[config.mk]
export PLATFORM = sky130hd
export DESIGN_NAME = gf2m_multiply_accumulate
export DESIGN_NICKNAME = d
export VERILOG_FILES = /design/src/sv/gfmac_pkg.sv /design/src/sv/gf2m_multiply_accumulate.sv /design/src/sv/gfmac_pp.sv /design/src/sv/gfmac_fold.sv
export SDC_FILE = /design/constraint.sdc
export NUM_CORES = 2
export LEC_CHECK = 0
export BUFFER_PORTS_ARGS = -buffer_cell sky130_fd_sc_hd__buf_2
export CAP_MARGIN = 20
export CORE_ASPECT_RATIO = 1.25
export CORE_MARGIN = 5
export CORE_UTILIZATION = 59
export DETAILED_ROUTE_END_ITERATION = 8
export HOLD_SLACK_MARGIN = 0.03
export PLACE_DENSITY = 0.86
export SYNTH_ARGS = -nofsm -noshare
export SYNTH_HDL_FRONTEND = slang
export SYNTH_SLANG_ARGS = --single-unit
[constraint.sdc]
create_clock -name clk -period 11.5 [get_ports clk]
set_clock_uncertainty 0.15 [all_clocks]
set_input_delay 1.725 -clock clk [delete_from_list [all_inputs] [get_ports clk]]
set_output_delay 1.725 -clock clk [all_outputs]
set_load 0.05 [all_outputs]
[src/sv/gfmac_pkg.sv]
`timescale 1ns / 1ps
// shared constants for the gf(2^m) multiply-accumulate block
package gfmac_pkg;

  localparam int unsigned ElemW  = 48;
  localparam int unsigned HalfW  = 24;
  localparam int unsigned PpW    = 2 * HalfW - 1;
  localparam int unsigned AccW   = 2 * ElemW - 1;
  localparam int unsigned SelW   = 2;

  typedef logic [ElemW-1:0] elem_t;
  typedef logic [PpW-1:0]   pp_t;
  typedef logic [AccW-1:0]  acc_t;
  typedef logic [SelW-1:0]  field_sel_t;

  // partial products of a 24-bit split: ll, lh, hl, hh
  typedef struct packed {
    pp_t hh;
    pp_t hl;
    pp_t lh;
    pp_t ll;
  } pp_set_t;

  localparam field_sel_t FIELD_16 = 2'd0;
  localparam field_sel_t FIELD_32 = 2'd1;
  localparam field_sel_t FIELD_40 = 2'd2;
  localparam field_sel_t FIELD_48 = 2'd3;

  localparam logic [3:0][ElemW-1:0] FIELD_MASK = {
    48'hFFFF_FFFF_FFFF,
    48'h00FF_FFFF_FFFF,
    48'h0000_FFFF_FFFF,
    48'h0000_0000_FFFF
  };

endpackage

[src/sv/gf2m_multiply_accumulate.sv]
`timescale 1ns / 1ps
// gf(2^m) multiply-accumulate: operand register, partial products, accumulate, fold
// a last item's result passes operand, partial-product, sum and result registers
// one item per cycle unless stalled; the accumulator feedback is a single xor
// a stalled result holds the output register and backs up one stage at a time
// reset (synchronous, active low) clears all stage valids, the accumulator
// and selects the 16-bit field
module gf2m_multiply_accumulate (
  input  logic                         clk,
  input  logic                         rst_n,
  input  logic                         in_valid,
  output logic                         in_ready,
  input  gfmac_pkg::elem_t             in_op_a,
  input  gfmac_pkg::elem_t             in_op_b,
  input  logic                         in_last,
  output logic                         out_valid,
  input  logic                         out_ready,
  output gfmac_pkg::elem_t             out_product,
  input  logic                         cfg_we,
  input  gfmac_pkg::field_sel_t        cfg_wdata
);

  localparam int unsigned H = gfmac_pkg::HalfW;

  gfmac_pkg::field_sel_t field_sel_r;

  logic               v1_r;
  gfmac_pkg::elem_t   a1_r;
  gfmac_pkg::elem_t   b1_r;
  logic               last1_r;

  logic               v2_r;
  gfmac_pkg::pp_set_t pp2_r;
  logic               last2_r;

  gfmac_pkg::acc_t    acc_r;

  logic               v3_r;
  gfmac_pkg::acc_t    sum3_r;

  logic               out_valid_r;
  gfmac_pkg::elem_t   out_product_r;

  gfmac_pkg::pp_set_t pp_nxt;
  gfmac_pkg::acc_t    prod2;
  gfmac_pkg::acc_t    sum2;
  gfmac_pkg::elem_t   fold_res;
  gfmac_pkg::elem_t   mask;

  logic out_free, mv3, s3_free, mv2, s2_free, mv1, in_acc;

  // stage handshake chain, back to front
  assign out_free = !out_valid_r || out_ready;
  assign mv3      = v3_r && out_free;
  assign s3_free  = !v3_r || mv3;
  assign mv2      = v2_r && (!last2_r || s3_free);
  assign s2_free  = !v2_r || mv2;
  assign mv1      = v1_r && s2_free;
  assign in_ready = !v1_r || mv1;
  assign in_acc   = in_valid && in_ready;

  assign mask = gfmac_pkg::FIELD_MASK[field_sel_r];

  always_ff @(posedge clk) begin
    if (!rst_n) begin
      field_sel_r <= gfmac_pkg::FIELD_16;
    end else if (cfg_we) begin
      field_sel_r <= cfg_wdata;
    end
  end

  // stage 1: masked operands
  always_ff @(posedge clk) begin
    if (!rst_n) begin
      v1_r <= 1'b0;
    end else if (in_acc) begin
      v1_r <= 1'b1;
    end else if (mv1) begin
      v1_r <= 1'b0;
    end
  end

  always_ff @(posedge clk) begin
    if (in_acc) begin
      a1_r    <= in_op_a & mask;
      b1_r    <= in_op_b & mask;
      last1_r <= in_last;
    end
  end

  gfmac_pp u_pp (
    .a  (a1_r),
    .b  (b1_r),
    .pp (pp_nxt)
  );

  // stage 2: partial products
  always_ff @(posedge clk) begin
    if (!rst_n) begin
      v2_r <= 1'b0;
    end else if (mv1) begin
      v2_r <= 1'b1;
    end else if (mv2) begin
      v2_r <= 1'b0;
    end
  end

  always_ff @(posedge clk) begin
    if (mv1) begin
      pp2_r   <= pp_nxt;
      last2_r <= last1_r;
    end
  end

  assign prod2 = ({{(gfmac_pkg::AccW - gfmac_pkg::PpW){1'b0}}, pp2_r.hh} << (2 * H))
               ^ ({{(gfmac_pkg::AccW - gfmac_pkg::PpW){1'b0}}, pp2_r.hl ^ pp2_r.lh} << H)
               ^ {{(gfmac_pkg::AccW - gfmac_pkg::PpW){1'b0}}, pp2_r.ll};
  assign sum2  = acc_r ^ prod2;

  // accumulator, cleared as a last item moves on to the fold stage
  always_ff @(posedge clk) begin
    if (!rst_n) begin
      acc_r <= '0;
    end else if (mv2) begin
      acc_r <= last2_r ? '0 : sum2;
    end
  end

  // stage 3: completed sum awaiting reduction
  always_ff @(posedge clk) begin
    if (!rst_n) begin
      v3_r <= 1'b0;
    end else if (mv2 && last2_r) begin
      v3_r <= 1'b1;
    end else if (mv3) begin
      v3_r <= 1'b0;
    end
  end

  always_ff @(posedge clk) begin
    if (mv2 && last2_r) begin
      sum3_r <= sum2;
    end
  end

  gfmac_fold u_fold (
    .acc       (sum3_r),
    .field_sel (field_sel_r),
    .product   (fold_res)
  );

  // result register
  always_ff @(posedge clk) begin
    if (!rst_n) begin
      out_valid_r <= 1'b0;
    end else if (mv3) begin
      out_valid_r <= 1'b1;
    end else if (out_ready) begin
      out_valid_r <= 1'b0;
    end
  end

  always_ff @(posedge clk) begin
    if (mv3) begin
      out_product_r <= fold_res;
    end
  end

  assign out_valid   = out_valid_r;
  assign out_product = out_product_r;

  a_acc_cleared: assert property (@(posedge clk) disable iff (!rst_n)
    (mv2 && last2_r) |=> (acc_r == '0))
    else $error("accumulator not cleared after a last item");

  a_out_in_field: assert property (@(posedge clk) disable iff (!rst_n)
    (out_valid_r && !cfg_we) |-> ((out_product_r & ~mask) == '0))
    else $error("result has bits above the field width");

  a_no_overwrite: assert property (@(posedge clk) disable iff (!rst_n)
    (out_valid_r && !out_ready) |-> !mv3)
    else $error("fold stage loaded a held result");

  a_reset_idle: assert property (@(posedge clk)
    !rst_n |=> (!v1_r && !v2_r && !v3_r && !out_valid_r))
    else $error("pipeline not idle after reset");

endmodule

[src/sv/gfmac_pp.sv]
`timescale 1ns / 1ps
// carry-less partial products of two 48-bit operands over 24-bit halves
module gfmac_pp (
  input  gfmac_pkg::elem_t   a,
  input  gfmac_pkg::elem_t   b,
  output gfmac_pkg::pp_set_t pp
);

  function automatic gfmac_pkg::pp_t clmul_half(
    input logic [gfmac_pkg::HalfW-1:0] x,
    input logic [gfmac_pkg::HalfW-1:0] y
  );
    gfmac_pkg::pp_t r;
    r = '0;
    for (int i = 0; i < gfmac_pkg::HalfW; i++) begin
      if (y[i]) begin
        r = r ^ ({{(gfmac_pkg::PpW - gfmac_pkg::HalfW){1'b0}}, x} << i);
      end
    end
    return r;
  endfunction

  localparam int unsigned H = gfmac_pkg::HalfW;

  always_comb begin
    pp.ll = clmul_half(a[H-1:0],   b[H-1:0]);
    pp.lh = clmul_half(a[H-1:0],   b[2*H-1:H]);
    pp.hl = clmul_half(a[2*H-1:H], b[H-1:0]);
    pp.hh = clmul_half(a[2*H-1:H], b[2*H-1:H]);
  end

endmodule

[src/sv/gfmac_fold.sv]
`timescale 1ns / 1ps
// two-fold shift/xor reduction of the accumulator to the selected field
module gfmac_fold (
  input  gfmac_pkg::acc_t       acc,
  input  gfmac_pkg::field_sel_t field_sel,
  output gfmac_pkg::elem_t      product
);

  logic [63:0] lo;
  logic [63:0] hi;
  logic [63:0] up;
  logic [63:0] t;
  logic [63:0] up2;
  logic [63:0] r;

  assign lo = acc[63:0];
  assign hi = {33'd0, acc[94:64]};

  always_comb begin
    unique case (field_sel)
      gfmac_pkg::FIELD_16: begin
        up  = lo >> 16;
        t   = up;
        up2 = up ^ (t >> 11) ^ (t >> 13) ^ (t >> 15);
        r   = lo ^ (up2 << 5) ^ (up2 << 3) ^ (up2 << 1) ^ up2;
      end
      gfmac_pkg::FIELD_32: begin
        up  = lo >> 32;
        t   = up;
        up2 = up ^ (t >> 25) ^ (t >> 29) ^ (t >> 30);
        r   = lo ^ (up2 << 7) ^ (up2 << 3) ^ (up2 << 2) ^ up2;
      end
      gfmac_pkg::FIELD_40: begin
        up  = ((hi & 64'hFFFF) << 24) | (lo >> 40);
        t   = up;
        up2 = up ^ (t >> 35) ^ (t >> 36) ^ (t >> 37);
        r   = lo ^ (up2 << 5) ^ (up2 << 4) ^ (up2 << 3) ^ up2;
      end
      default: begin
        up  = ((hi & 64'hFFFF_FFFF) << 16) | (lo >> 48);
        t   = up;
        up2 = up ^ (t >> 43) ^ (t >> 45) ^ (t >> 46);
        r   = lo ^ (up2 << 5) ^ (up2 << 3) ^ (up2 << 2) ^ up2;
      end
    endcase
  end

  assign product = r[gfmac_pkg::ElemW-1:0] & gfmac_pkg::FIELD_MASK[field_sel];

endmodule

==> results.tsv <==
stage	metric	value	unit
status	status	complete, no violations	
critical_path	r2r-end	pp2_r[135]	
power_and_ir_drop	ir_drop	0.155	mV
clocking	cts-root-buf	clkbuf_16	
floorplan	pin_count	154	
power_and_ir_drop	p_sw	2870	µW
grt	grt_max_degree	160	
clocking	cts_num_sinks	530	
routing	ant_nets	0	
routing	wl_per_cell	22.6	µm
logic_synthesis	ys.warnings.count	0	
clocking	cts_setup_buffers	0	
logic_synthesis	synth-seq-cells	530	
routing	drc	0	
logic_synthesis	avgSynthCellArea	8.11	µm²
timing	rsz0062_at_grt	no	
floorplan	initial_core_util	59.3	%
logic_synthesis	synth_edf_count	429	
logic_synthesis	synth_area	54200	µm²
placement	dp_hpwl	96.3	mm
layout	finalNetCount	6508	
timing	worstMarginPinSlew	1.03	ns
timing	setup_viol	0	
timing	slew_headroom	31.3	%
clocking	clkSlewWorstSetupHoldPaths	0.06	ns
floorplan	die-area	98100	µm²
logic_synthesis	synth_flop_cell	edfxtp_1	
critical_path	worst-r2r-setup-slack	8.32	ns
power_and_ir_drop	p_total	7850	µW
logic_synthesis	netlist_instances	6682	
timing	final.setup.tns	0	ns
grt	grt_overflow	0	
power_and_ir_drop	power_density	138	nW/µm²
logic_synthesis	synth.area.top_cells	xnor2_1 (31%), edfxtp_1 (24%), nand2_1 (17%)	
power_and_ir_drop	switching_share	36.5	%
critical_path	r2r-start	last2_r	
grt	first_global_vias	47600	
clocking	cts_tree	done	
placement	port_buffers	153	
critical_path	start_kind	primary input	
critical_path	critPathArrivalTime	2.82	ns
grt	grt_pass1_wl	263	mm
routing	via_per_inst	6.17	
placement	place_congestion	0.999	
logic_synthesis	synth.yosys.seq_area_share	27.5	%
critical_path	rr_worst_depth	5	
grt	antenna_found_initial	4	
routing	dr.first_iter.drc_count	8205	
clocking	numCtsBuffers	56	
hold_path	min_path_type	flip-flop to flip-flop	
timing	hold_violations	0	
power_and_ir_drop	leakagePower	0.0194	µW
placement	dpl_cell_area	54800	µm²
critical_path	cp_max_fo	4	
clocking	cts.repair.resized	0	
hold_path	whs_path_depth	0	
clocking	clk_latency	0.68	ns
logic_synthesis	synth_cell_types	45	
grt	grt_usage	33.8	%
logic_synthesis	async_flop_share	0	%
timing	fin_crit	4.70	ns
power_and_ir_drop	comb_power_share	43.2	%
floorplan	core	91400	µm²
logic_synthesis	synth_top_cell_by_area	xnor2_1	
hold_path	holdPathEnd	last2_r	
critical_path	worst_setup_path_end_kind	primary output	
layout	syn_to_final_growth	4.58	%
timing	finalMaxSlewViolations	0	
clocking	clockBufferDepth	3	
clocking	ctsHoldBuffers	0	
routing	first_pass_iters	9	
hold_path	worstHoldStart	last1_r	
floorplan	rows	124	
timing	fin_crit_sh	40.9	%
layout	finalInstanceArea	56700	µm²
power_and_ir_drop	cell_internal_pwr	4980	µW
critical_path	critPathKind	primary input to primary output	
layout	drive_above_1_share	6.22	%
critical_path	critPathRequiredTime	9.63	ns
logic_synthesis	syn_nets	6786	
power_and_ir_drop	seq_power_share	33.0	%
timing	fmax	213	MHz
clocking	htreeDepth	2	
routing	drt-total-wl	173	mm
layout	fillCellCount	7178	
routing	vias	47200	
floorplan	die_w	281	µm
job	cap_violations	0	
logic_synthesis	synth_top_area_share	31.0	%
floorplan	die-height	349	µm
power_and_ir_drop	pwr-share-clk	23.8	%
per-stage QoR:
step	hold WS [ns]	cells	setup slack, ns	utilization (%)
after floorplan	0.250	6682	0.290	-
after global placement	0.258	7541	6.84	59.9
after detailed placement	0.258	7541	6.82	59.9
after CTS	0.273	7647	6.81	62.0
after global routing	0.272	7649	6.70	62.0
final	0.271	7650	6.80	62.0
area by class of cell:
cell class | count | area (µm²) | area share [%]
Antenna cell | 1 | 2.50 | 0.00441
Clock buffer | 70 | 1520 | 2.67
Clock inverter | 36 | 365 | 0.644
Inverter | 4 | 15.0 | 0.0265
Multi-Input combinational cell | 5548 | 36700 | 64.8
Sequential cell | 530 | 14900 | 26.3
Tap cell | 1197 | 1500 | 2.64
Timing Repair Buffer | 264 | 1640 | 2.90
kinds of logic after synthesis:
kind of cell	share of synthesized area [%]
xor+xnor	45.6
simple gates	19.1
buf+inv	4.81
flops	27.5
compound gates	1.96
mux	0.981
per-layer routing:
layer  track usage, %  up-vias  part of all wire, %
met1             40.7    21700                   33
met4             21.2        6                  8.5
li1                 -    19800                    -
met5                0        -                0.023
met3             10.3     1512                   16
met2             53.0     4255                   43
worst max path at each step:
stage	from	cells after the start	end	slack (ns)
global placement	out_ready	5	in_ready	6.84
finish	out_ready	5	in_ready	6.80
floorplan	out_ready	3	last2_r	0.29
detailed placement	out_ready	5	in_ready	6.82
global route	out_ready	5	in_ready	6.70
CTS	out_ready	5	in_ready	6.81
sequential cells by signal, summed over array words and instances, names as in the netlist:
signal / flops
out_product: 48
last2_r: 1
a1_r: 48
sum3_r: 95
last1_r: 1
v3_r: 1
v2_r: 1
v1_r: 1
pp2_r: 188
field_sel_r: 2
out_valid: 1
b1_r: 48
acc_r: 95
cells in the final DEF (no fill, tap or decap), drive strengths merged, types with 3 or more instances in the layout:
cell | Yosys | layout
and2 | 113 | 113
inv | 3 | 11
nand2 | 2400 | 2400
clkbuf | 185 | 70
mux2i | 25 | 25
xnor3 | 75 | 75
xor3 | 4 | 4
clkinv | 1 | 20
o2bb2ai | 5 | 5
xnor2 | 1927 | 1927
o21ai | 99 | 99
nor2b | 7 | 7
nor2 | 59 | 59
buf | 415 | 264
dfxtp | 101 | 101
mux4 | 10 | 10
a21boi | 48 | 48
bufinv | 0 | 3
mux2 | 5 | 5
nand3 | 47 | 47
xor2 | 677 | 677
and3 | 16 | 16
edfxtp | 429 | 429
o22ai | 12 | 12
clkinvlp | 0 | 6
a21oi | 3 | 3
cell usage after synthesis (2+ instances only):
master	n
xnor3_1	75
o21ai_0	98
o22ai_1	12
xor2_1	670
buf_4	7
o2bb2ai_1	5
and3_1	16
dfxtp_1	101
nand3_1	47
edfxtp_1	429
clkbuf_1	184
mux4_2	10
nor2_1	59
xor2_2	6
o21a_1	2
and2_1	113
o221ai_1	2
nand2b_1	2
a21boi_0	48
buf_6	2
buf_2	229
nand2_1	2400
a21oi_1	3
a22oi_1	2
mux2_2	5
xnor2_1	1917
xor3_1	4
xnor2_2	9
inv_1	3
nor2b_1	7
buf_1	177
mux2i_1	25
power by group through the flow:
| stage | Sequential, µW | Clock (µW) | Combinational (µW) |
|---|---|---|---|
| 3_3_place_gp | 2620 | 0 | 3160 |
| 6_report | 2590 | 1870 | 3390 |
| 2_1_floorplan | 2570 | 0 | 2550 |
| 4_1_cts | 2580 | 1880 | 3270 |
| 5_1_grt | 2600 | 1950 | 3530 |
| 3_5_place_dp | 2620 | 0 | 3250 |
worst max-delay path, cell delays in order:
cell and delay (ns):
buf_2 0.11, nand3b_1 0.24, nor2_1 0.38, nand2_1 0.13
buf_2 0.24
Note: power is estimated with default switching activity, not from simulation.
